==> src/rtl/dcf_pkg.sv <==
// Shared types, constants and the rounding function of the decimating complex FIR.
package dcf_pkg;

    localparam int TAPS   = 64;
    localparam int DATA_W = 16;
    localparam int FRAC_W = 15;
    localparam int PROD_W = 2 * DATA_W;
    localparam int ACC_W  = PROD_W + 2 + $clog2(TAPS);
    localparam int CNT_W  = $clog2(TAPS);
    localparam int SEL_W  = 8;
    localparam int FAC_W  = 9;
    localparam int DEC_W  = 8;

    localparam logic OP_SAMPLE = 1'b0;
    localparam logic OP_LOAD   = 1'b1;

    localparam logic [FAC_W-1:0] FAC_MIN = FAC_W'(1);
    localparam logic [FAC_W-1:0] FAC_MAX = FAC_W'(256);

    localparam logic signed [ACC_W:0] ROUND_HALF = (ACC_W+1)'(2 ** (FRAC_W - 1));
    localparam logic signed [ACC_W:0] Q_MAX      = (ACC_W+1)'(32767);
    localparam logic signed [ACC_W:0] Q_MIN      = (ACC_W+1)'(-32768);

    typedef struct packed {
        logic signed [DATA_W-1:0] re;
        logic signed [DATA_W-1:0] im;
    } cplx_t;

    typedef struct packed {
        logic shift;
        logic rotate;
    } cell_ctrl_t;

    typedef struct packed {
        logic signed [DATA_W-1:0] val;
        logic                     sat;
    } rnd_t;

    function automatic rnd_t round_sat(input logic signed [ACC_W-1:0] acc);
        logic signed [ACC_W:0] biased;
        logic signed [ACC_W:0] q;
        rnd_t                  r;
        biased = (ACC_W+1)'(acc) + ROUND_HALF;
        q      = biased >>> FRAC_W;
        if (q > Q_MAX)
        begin
            r.val = DATA_W'(Q_MAX);
            r.sat = 1'b1;
        end
        else if (q < Q_MIN)
        begin
            r.val = DATA_W'(Q_MIN);
            r.sat = 1'b1;
        end
        else
        begin
            r.val = q[DATA_W-1:0];
            r.sat = 1'b0;
        end
        return r;
    endfunction

endpackage

==> src/rtl/dcf_cell.sv <==
// One cell of the filter chain: one delay-line sample and one tap coefficient.
module dcf_cell
    import dcf_pkg::*;
(
    input  logic       clk,
    input  logic       rst_n,
    input  cell_ctrl_t ctrl,
    input  logic       load_en,
    input  cplx_t      load_tap,
    input  cplx_t      prev_sample,
    input  cplx_t      next_sample,
    input  cplx_t      next_tap,
    output cplx_t      sample,
    output cplx_t      tap
);

    cplx_t sample_reg, sample_next;
    cplx_t tap_reg, tap_next;

    always_comb
    begin
        sample_next = sample_reg;
        tap_next    = tap_reg;
        if (ctrl.shift)
            sample_next = prev_sample;
        else if (ctrl.rotate)
            sample_next = next_sample;
        if (ctrl.rotate)
            tap_next = next_tap;
        else if (load_en)
            tap_next = load_tap;
    end

    always_ff @(posedge clk or negedge rst_n)
    begin
        if (!rst_n)
        begin
            sample_reg <= '0;
            tap_reg    <= '0;
        end
        else
        begin
            sample_reg <= sample_next;
            tap_reg    <= tap_next;
        end
    end

    assign sample = sample_reg;
    assign tap    = tap_reg;

endmodule

==> config.mk <==
export PLATFORM = sky130hd
export DESIGN_NAME = dcf_cell
export DESIGN_NICKNAME = d
export VERILOG_FILES = /design/src/rtl/dcf_pkg.sv /design/src/rtl/dcf_cell.sv
export SDC_FILE = /design/constraint.sdc
export NUM_CORES = 1
export LEC_CHECK = 0
export ABC_CLOCK_PERIOD_IN_PS = 880
export BUFFER_PORTS_ARGS = -buffer_cell sky130_fd_sc_hd__buf_2
export CAP_MARGIN = 10
export CORE_UTILIZATION = 43
export DETAILED_ROUTE_END_ITERATION = 16
export PLACE_DENSITY = 0.81
export SLEW_MARGIN = 20
export SYNTH_ARGS = -nofsm -noshare
export SYNTH_HDL_FRONTEND = slang
export SYNTH_SLANG_ARGS = --single-unit
==> constraint.sdc <==
create_clock -name clk -period 0.88 [get_ports clk]
set_input_delay 0.132 -clock clk [delete_from_list [all_inputs] [get_ports clk]]
set_output_delay 0.132 -clock clk [all_outputs]
set_load 0.01 [all_outputs]
Word-level counts from Yosys, hierarchy flattened. Index checks and enable logic that the tools add are counted.

Word-level logic and storage cells: 10. Bits in registers: 64. Output and inout bits: 64.

Reductions and logical operators: 2. Multiplexer cells: 4.

Operator list (count): 32-bit 2-to-1 mux (4); 2-bit nonzero test (2).

Longest topological paths before layout.
Depth in word-level cells: 2. Depth in mapped cells: 5. Gate-level depth less buffers: 2.

Least setup slack after synthesis. No wires, ideal clock.

Path type: input to register. Start point: input load_en. End point: register tap_reg, in the netlist tap[3]. Data required time: 760 ps. Path buffers: 2. Data arrival time: 647 ps. Path slack: 112 ps. Cell stages on the path: 4. Path through: buf_6 -> buf_8 -> mux2i_1 -> o21ai_2.

Cells in the longest elaborated chain, start to end: 1.

RTL lines: start, declared (RTL line dcf_cell.sv:8) `input logic load_en,`; 2-bit nonzero test (no source line); end signal, assigned (RTL line dcf_cell.sv:44) `tap_reg <= tap_next;`; end, declared (RTL line dcf_cell.sv:18) `cplx_t tap_reg, tap_next;`.

No other way between the ends. A chain may end at the register's enable or synchronous reset.

Final worst setup path.
Start point: register sample_reg, in the netlist sample[3]. End point: output sample[3] in the netlist's numbering.

RTL lines: start, declared (RTL line dcf_cell.sv:17) `cplx_t sample_reg, sample_next;`; start signal, assigned (RTL line dcf_cell.sv:43) `sample_reg <= sample_next;`; end, declared (RTL line dcf_cell.sv:13) `output cplx_t sample,`.

No word-level cell between the ends.

==> reports/qor.yml <==
synth_top_family_by_area: "multiplexers"
final_util: 0.732
grt_max_degree: 37
vias_per_cell: 4.92
synthXorXnorAreaFrac: 0
rows: 30
synthAdderAreaFrac: 0
clk_latency_ps: 330
end_kind: "primary output"
ff2ff_setup_slack_ps: -100
p_leak_uw: 0.00268
max_stage_delay_ps: 410
yosys_most_used_dff: "dfrtp_1"
clock_path_buffers: 2
finalHoldViolCount: 0
fillCellCount: 473
worstPathCellList: "buf_2"
die_area_um2: 7480
vias: 3136
synth-simple-area-share: 0.0782
clock-sinks: 64
fin_ws_ps: -145
yosys-top-cells-area: "dfrtp_1, mux2i_1, o21ai_1, nand2_1, buf_12"
path_buf_inv: 1
synthCells: 278
antenna_found_initial: 0
finalWirelength_um: 10000
maxCapViolations: 0
initial_core_util: 0.449
synth_edf_count: 0
ys_ff_latch: 64
critPathRequiredTime_ps: 750
final_layout_size_suffix_gt1_frac: 0.494
fmax_ghz: 0.976
synth.top_cell.area_share: 0.522
vdd.ir_drop.worst_mv: 0.879
synth_seq_area_share: 0.522
finalCriticalPeriod_ps: 1020
yosysWarnings: 0
setup_viol_count_final: 69
cts_tree: "built"
syn_area_um2: 3070
routabilityCongestion: 0.762
drt_iter0_drc: 102
synthArstFlopShare: 1.00
rsz0062_at_grt: "yes"
numCtsBuffers: 9
multi_input_area_um2: 1270
synth_cell_types: 11
grt_usage: 0.249
syn-num-nets: 411
synth_commonest_cells: "dfrtp_1, mux2i_1, nand2_1, o21ai_1"
grt_remaining_overflow: 0
postSynthAreaPerCell_um2: 11.0
status: "complete, but fails checks"
hold_class: "in -> reg"
clkTransAtPathRegs_ps: 70
drtAntennaViolNets: 0
die_w_um: 86.5
cts-htree-levels: 3
fin_skew_ps: 0
slowest_stage: "dfrtp_1"
violations: "setup timing"
cp_top_family: "flip-flops"
synthMuxAreaShare: 0.209
p_per_area_nw_per_um2: 1580
num-nets-final: 669
cp-start-kind: "flip-flop"
crit_fanout: 2
die_y_um: 86.5
grt_pass1_vias: 3068
drc_errors: 0
diodes: 0
whs_ps: 17.9
boundaryPins: 197
max_slew_margin: 0.754
synth_compound_area_frac: 0.114
port_buffers: 196
drv_slew: 0
yosysTopAreaCell: "dfrtp_1"
wl_per_cell_um: 15.8
arrival_ps: 890
finalPower_uw: 7920
core_region_area_um2: 6830
fin_crit_sh: 1.16
dp_hpwl_um: 6070
grt_pass1_wl_um: 14200
area_delta_synth_final_pct: 62.8
seqCellArea_um2: 1600
path_class: "reg -> out"
drt-pass1-iter-count: 4
tightest_slew_ps: 369
cts_root_buf: "clkbuf_8"
==> metrics by stage <==
stage,std cells,setup TNS [ps],cell area [um2],worst slack [ps]
after floorplan,278,0,3070,112
after global placement,561,0,4150,15.5
after detailed placement,561,-406,4150,-46.5
after CTS,626,-8070,4810,-148
after global routing,637,-10310,5000,-176
final,637,-7530,5000,-145
==> repair_timing <==
action / CTS / global route
setup buffers: 22 / 13
endpoints found under the hold margin: 90 / 0
gates resized for setup: 4 / 20
hold buffers: 27 / 0
pin swaps: 0 / 6
setup endpoints to repair: 64 / 74
cloned: 0 / 0
==> final timing paths <==
kind,start,end,cells after the start
max in group asynchronous,rst_n,tap[19],3
hold / removal,prev_sample[8],sample[8],3
setup / recovery,sample[3],sample[3],1
min in group asynchronous,rst_n,tap[23],3
hold reg to reg,tap[1],tap[1],2
setup reg to reg,tap[16],tap[16],4
==> worst min-delay path, cell delays in order <==
cell	delay [ps]
buf_2	70
nand2_1	40
o21ai_1	60
==> per-layer routing <==
metal  track usage  wire [um]  vias up  part of all wire
met1         0.289       3770     1466              0.37
met3        0.0781        905       23             0.090
met2         0.432       5150      181              0.51
met4        0.0970        223        0             0.022
li1              -          -     1466                 -
met5             0          0        -                 0
==> cells by family (layout without fill, tap and decap cells) <==
family,after synthesis,after routing
flip-flops,64,64
AND/OR/NAND/NOR,64,64
AO/OA/AOI/OAI,64,64
buffers and inverters,22,285
multiplexers,64,64
==> area by class of cell <==
type,count,share of cell area
Multi-Input combinational cell,192,0.254
Sequential cell,64,0.320
Clock inverter,3,0.00801
Tap cell,96,0.0240
Timing Repair Buffer,269,0.362
Clock buffer,13,0.0318
==> placed cells by master (no fill, tap or decap) <==
cell type	netlist	final
buf_12	4	9
buf_2	8	183
buf_4	0	32
buf_6	6	18
bufinv_16	0	1
clkbuf_1	0	2
clkbuf_8	0	11
clkinv_2	0	2
dfrtp_1	64	64
dlygate4sd3_1	0	27
mux2i_1	64	61
mux2i_4	0	3
nand2_1	64	64
o21ai_0	2	2
o21ai_1	54	54
o21ai_2	8	8
==> power breakdown <==
part | internal [uW] | leakage [uW] | switching [uW] | total, uW
Combinational | 1080 | 0.00181 | 884 | 1960
Clock | 1460 | 0.000103 | 1100 | 2560
Sequential | 3210 | 0.000772 | 176 | 3390
Power figures use the tool's default switching activity.
