===== config.mk =====
export PLATFORM = sky130hd
export DESIGN_NAME = dcf_mac
export DESIGN_NICKNAME = d
export VERILOG_FILES = /design/src/rtl/dcf_pkg.sv /design/src/rtl/dcf_mac.sv
export SDC_FILE = /design/constraint.sdc
export NUM_CORES = 2
export LEC_CHECK = 0
export BUFFER_PORTS_ARGS = -buffer_cell sky130_fd_sc_hd__clkbuf_2
export CAP_MARGIN = 25
export CORE_MARGIN = 2
export CORE_UTILIZATION = 35
export DETAILED_ROUTE_END_ITERATION = 10
export SLEW_MARGIN = 20
export SYNTH_ARGS = -nofsm -noshare
export SYNTH_HDL_FRONTEND = slang
export SYNTH_SLANG_ARGS = --single-unit

===== constraint.sdc =====
create_clock -name clk -period 10.01 [get_ports clk]
set_input_delay 1.001 -clock clk [delete_from_list [all_inputs] [get_ports clk]]
set_output_delay 1.001 -clock clk [all_outputs]
set_load 0.01 [all_outputs]

===== src/rtl/dcf_pkg.sv =====
// Shared types, constants and the rounding function of the decimating complex FIR.
package dcf_pkg;

    localparam int TAPS   = 64;
    localparam int DATA_W = 16;
    localparam int FRAC_W = 15;
    localparam int PROD_W = 2 * DATA_W;
    localparam int ACC_W  = PROD_W + 2 + $clog2(TAPS);
    localparam int CNT_W  = $clog2(TAPS);
    localparam int SEL_W  = 8;
    localparam int FAC_W  = 9;
    localparam int DEC_W  = 8;

    localparam logic OP_SAMPLE = 1'b0;
    localparam logic OP_LOAD   = 1'b1;

    localparam logic [FAC_W-1:0] FAC_MIN = FAC_W'(1);
    localparam logic [FAC_W-1:0] FAC_MAX = FAC_W'(256);

    localparam logic signed [ACC_W:0] ROUND_HALF = (ACC_W+1)'(2 ** (FRAC_W - 1));
    localparam logic signed [ACC_W:0] Q_MAX      = (ACC_W+1)'(32767);
    localparam logic signed [ACC_W:0] Q_MIN      = (ACC_W+1)'(-32768);

    typedef struct packed {
        logic signed [DATA_W-1:0] re;
        logic signed [DATA_W-1:0] im;
    } cplx_t;

    typedef struct packed {
        logic shift;
        logic rotate;
    } cell_ctrl_t;

    typedef struct packed {
        logic signed [DATA_W-1:0] val;
        logic                     sat;
    } rnd_t;

    function automatic rnd_t round_sat(input logic signed [ACC_W-1:0] acc);
        logic signed [ACC_W:0] biased;
        logic signed [ACC_W:0] q;
        rnd_t                  r;
        biased = (ACC_W+1)'(acc) + ROUND_HALF;
        q      = biased >>> FRAC_W;
        if (q > Q_MAX)
        begin
            r.val = DATA_W'(Q_MAX);
            r.sat = 1'b1;
        end
        else if (q < Q_MIN)
        begin
            r.val = DATA_W'(Q_MIN);
            r.sat = 1'b1;
        end
        else
        begin
            r.val = q[DATA_W-1:0];
            r.sat = 1'b0;
        end
        return r;
    endfunction

endpackage


===== src/rtl/dcf_mac.sv =====
// Complex multiply-accumulate unit fed from the head of the cell chain.
module dcf_mac
    import dcf_pkg::*;
(
    input  logic                    clk,
    input  logic                    rst_n,
    input  logic                    en,
    input  logic                    clr,
    input  cplx_t                   sample,
    input  cplx_t                   tap,
    output logic signed [ACC_W-1:0] acc_re,
    output logic signed [ACC_W-1:0] acc_im
);

    logic signed [PROD_W-1:0] rr_reg, ii_reg, ri_reg, ir_reg;
    logic                     prod_vld_reg;
    logic signed [ACC_W-1:0]  acc_re_reg, acc_re_next;
    logic signed [ACC_W-1:0]  acc_im_reg, acc_im_next;

    always_ff @(posedge clk)
    begin
        if (en)
        begin
            rr_reg <= sample.re * tap.re;
            ii_reg <= sample.im * tap.im;
            ri_reg <= sample.re * tap.im;
            ir_reg <= sample.im * tap.re;
        end
    end

    always_ff @(posedge clk or negedge rst_n)
    begin
        if (!rst_n)
            prod_vld_reg <= 1'b0;
        else
            prod_vld_reg <= en && !clr;
    end

    always_comb
    begin
        acc_re_next = acc_re_reg;
        acc_im_next = acc_im_reg;
        if (clr)
        begin
            acc_re_next = '0;
            acc_im_next = '0;
        end
        else if (prod_vld_reg)
        begin
            acc_re_next = acc_re_reg + ACC_W'(rr_reg) - ACC_W'(ii_reg);
            acc_im_next = acc_im_reg + ACC_W'(ri_reg) + ACC_W'(ir_reg);
        end
    end

    always_ff @(posedge clk)
    begin
        acc_re_reg <= acc_re_next;
        acc_im_reg <= acc_im_next;
    end

    assign acc_re = acc_re_reg;
    assign acc_im = acc_im_reg;

endmodule


After elaboration in Yosys (flattened, before gate mapping). Cells that the tools add are included.

Add/subtract/negate cells: 4. Reduce and logical (&&, ||, !) cells: 2. Multiply operators: 4.

Operators with widths (number): 16-bit by 16-bit multiplier with 32-bit output (4); 40-bit by 32-bit adder with 40-bit output (3); 40-bit by 32-bit subtractor with 40-bit output (1); 1-bit logical AND (1); 1-bit zero test (1).

Word-level logic and storage cells: 17. Bits in registers: 209. Output and inout port bits: 80. Input bits: 68.

Longest topological paths before layout.
Word-level depth: 2. Depth in mapped cells: 26. Depth with buffers taken out: 25.

Worst setup path after synthesis. No wires, ideal clock.

Path type: input-to-reg. Start point: in tap[7] (netlist bit). End point: reg ii_reg[31], data pin. Required time: 9.750 ns. Setup time: 0.260 ns. Stages on the path: 24. Path buffers: 1. Path slack: 3.032 ns. Arrival time: 6.718 ns. Cells stage by stage: clkbuf_1 > nand2_1 > fa_1 > inv_1 > fa_1 > inv_1 > fa_1 > inv_1 > fa_1 > fa_1 > inv_1 > fa_1 > inv_1 > ha_1 > and4_1 > nor2b_1 > a211oi_1 > o31ai_1 > a21oi_1 > o21ai_1 > a2111oi_0 > o21bai_1 > a21oi_1 > xnor2_1.

Longest elaborated chain between the ends: 1.

Ends and longest elaborated chain: start, declared (line dcf_mac.sv:10) `input cplx_t tap,`; 16-bit by 16-bit multiplier with 32-bit output (line dcf_mac.sv:25) `ii_reg <= sample.im * tap.im;`; end signal, assigned (line dcf_mac.sv:25); end, declared (line dcf_mac.sv:15) `logic signed [PROD_W-1:0] rr_reg, ii_reg, ri_reg, ir_reg;`.

Every way passes these cells. A chain may end at the register's enable or synchronous reset.

Worst setup path in the final report.
Start point: in tap[26] (netlist bit). End point: reg ir_reg[31], data pin.

Longest elaborated chain between the ends: 1.

Ends and longest elaborated chain: 16-bit by 16-bit multiplier with 32-bit output (line dcf_mac.sv:27) `ir_reg <= sample.im * tap.re;`; end signal, assigned (line dcf_mac.sv:27); end, declared (line dcf_mac.sv:15).

Every way passes these cells.

==> impl_metrics.ini <==
[logic_synthesis]
synth_cells = 5559
yosys_warnings = 0
synthArstFlopShare_pct = 0.478
synth_cell_types = 78
avgSynthCellArea_sq_um = 9.34
synth_largest_area_cell = fa_1
synthesis.nets = 7160
netlist_top_cells_area = fa_1, ha_1, inv_1, edfxtp_1, and2_1
netlist.area_leader.share_pct = 43.4
synth_common_cells = inv_1, fa_1, nand2_1, and2_1, ha_1
synthFlopType = edfxtp_1
yosysSeqAreaShare_pct = 10.5
ys_ff_latch = 209
syn_area_sq_um = 51900
synth-edff-count = 128
yosysMostFrequentCell = inv_1

[detailed_routing]
wl_mm = 137
wire_per_inst_um = 18.3
route.detailed.drc = 0
num_vias = 37000
first_iter_violations = 2433
first_pass_iters = 6
via_per_inst = 4.93
ant_nets = 0

[global_route]
grt_usage_pct = 18.7
grt_max_degree = 77
grt_pass1_wl_mm = 221
top_usage_layer = met2
grtUsageMet1_pct = 26.6
overflow = 0
antenna_found_initial = 25
grt_use_met3_pct = 3.36
grt_pass1_vias = 39000
use_met2_pct = 29.0

[worst_setup_path]
crit_start = tap[26]
rr_endpoint = acc_im[39]
cp_common_cell = fa_1
critical_path.slowest_cell = xnor2_1
worstReg2RegStart = acc_im[0]
ff2ff_setup_slack_ps = 5590
crit_chain = clkbuf_2 > and2_1 > fa_1 > inv_1 > fa_1 > inv_1 > fa_1 > fa_1 > fa_1 > inv_1 > fa_1 > inv_1 > ha_1 > and3_1 > and3_1 > nand4_1 > a21o_1 > a31oi_1 > a311oi_1 > o31ai_1 > a21oi_1 > xnor2_1
cp-end-kind = flip-flop
crit_type = in -> reg
cp_slowest_stage_delay_ps = 570
cp.arrival_ps = 8240
startpoint_type = input port
crit_path_end = ir_reg[31]
crit_fanout = 32
reg2regPathDepth = 16
crit_required_ps = 10290

[cts]
ctsHoldBuffers = 0
cts_tree = built
root_buffer = clkbuf_16
path_clk_slew_ps = 70
cts_buffer_depth = 3
cts_resized = 0
cts_made_buffers = 28
postCtsSetupRepairBufs = 0
clkLatencyLatePin_ps = 630
htreeDepth = 1
cts_sinks = 209

[placement]
io_buffers = 147
dp_hpwl_mm = 109
gp_congestion = 0.870

[finish]
multi_input_area_sq_um = 40600
register_area_sq_um = 5470
fill_cells = 14800
fin_nets = 7139
drive_gt1_share_pct = 4.57
area_delta_synth_final_pct = 6.99

[sta]
hold_viol_final = 0
slew_viol_final = 0
setup_viol = 0
fmax_mhz = 126
worst_slew_pin_slew_ps = 1140
maxSlewHeadroom_pct = 23.9
rsz0062_at_grt = false
finalSetupTns_ps = 0
fin_crit_sh_pct = 79.5
finalClockSkew_ps = 63.4
period_minus_slack_ps = 7960

[floorplan]
die_h_um = 389
dieArea_sq_um = 151000
initial_core_util_pct = 35.2
die_w_um = 389
row_count = 141
core-area_sq_um = 147000
io_pins = 148

[worst_hold_path]
hold_class = in -> async

[job]
cap_violations = 0

[run_status]
status = finished clean
[layout by cell type (no fill, tap or decap), types with 28 or more instances in the layout]
cell       instances
dfxtp_1           80
ha_1             406
o21bai_1          32
nor3_1            28
and2_1           497
inv_1           1322
nand2_1          568
mux2i_1           38
clkbuf_2         145
nand3_1           30
xnor2_1          147
clkbuf_16         29
a21oi_1          178
buf_4             32
edfxtp_1         128
a211oi_1          28
o21ai_0           96
nor2_1           196
a21o_1            95
nand2b_1          30
xor2_1            49
fa_1            1127
[worst max-delay path: cells and delay by family]
family / cells / cell delay (ps)
buffers and inverters: 5 / 750
and+or+nand+nor: 4 / 1070
AOI/OAI and AO/OA: 5 / 1410
adders and majority gates: 7 / 3390
xor gates and xnor gates: 1 / 570
[kinds of logic after synthesis]
logic type | Yosys count | synth area share (%)
multiplexers | 39 | 0.754
flip-flops | 209 | 10.5
buffers and inverters | 1555 | 11.3
XOR/XNOR | 196 | 3.31
adder cells (fa/ha/maj) | 1533 | 53.2
AO/OA/AOI/OAI | 580 | 7.25
AND/OR/NAND/NOR | 1447 | 13.7
[area by class of cell]
type                    instances  share of cell area [%]
well taps                    1930                    4.35
repair buffers                179                    1.78
multi-input cells            3795                    73.1
inverters                    1325                    8.95
clock buffers                  30                    1.31
flip-flops and latches        209                    9.85
clock inverters                22                   0.631
diodes                          7                  0.0315
[how the worst min path moves through the flow]
stage / start / to
3_5_place_dp: acc_re[12] / acc_re[12]
3_3_place_gp: acc_re[12] / acc_re[12]
6_report: rst_n / prod_vld_reg
4_1_cts: rst_n / prod_vld_reg
2_1_floorplan: acc_re[25] / acc_re[25]
5_1_grt: rst_n / prod_vld_reg
[layer usage]
| metal | routed length [um] | vias to the layer above |
|---|---|---|
| li1 | - | 16700 |
| met1 | 61900 | 19000 |
| met2 | 61000 | 1079 |
| met3 | 10000 | 167 |
| met4 | 3910 | 20 |
| met5 | 128 | - |
[metrics by stage]
stage | cells | cell area, sq um | utilization (%) | setup slack (ps) | hold slack, ps
2_1_floorplan | 5559 | 51900 | - | 3030 | 494
3_3_place_gp | 7437 | 54500 | 36.9 | 1770 | 469
3_5_place_dp | 7438 | 54500 | 36.9 | 1690 | 472
4_1_cts | 7490 | 55500 | 37.7 | 2280 | 108
5_1_grt | 7497 | 55600 | 37.7 | 1870 | 111
6_report | 7497 | 55600 | 37.7 | 2050 | 143
Power is left out: the tool's default activity adds up to more than one toggle a clock period on the data nets, which glitch-free logic cannot reach.
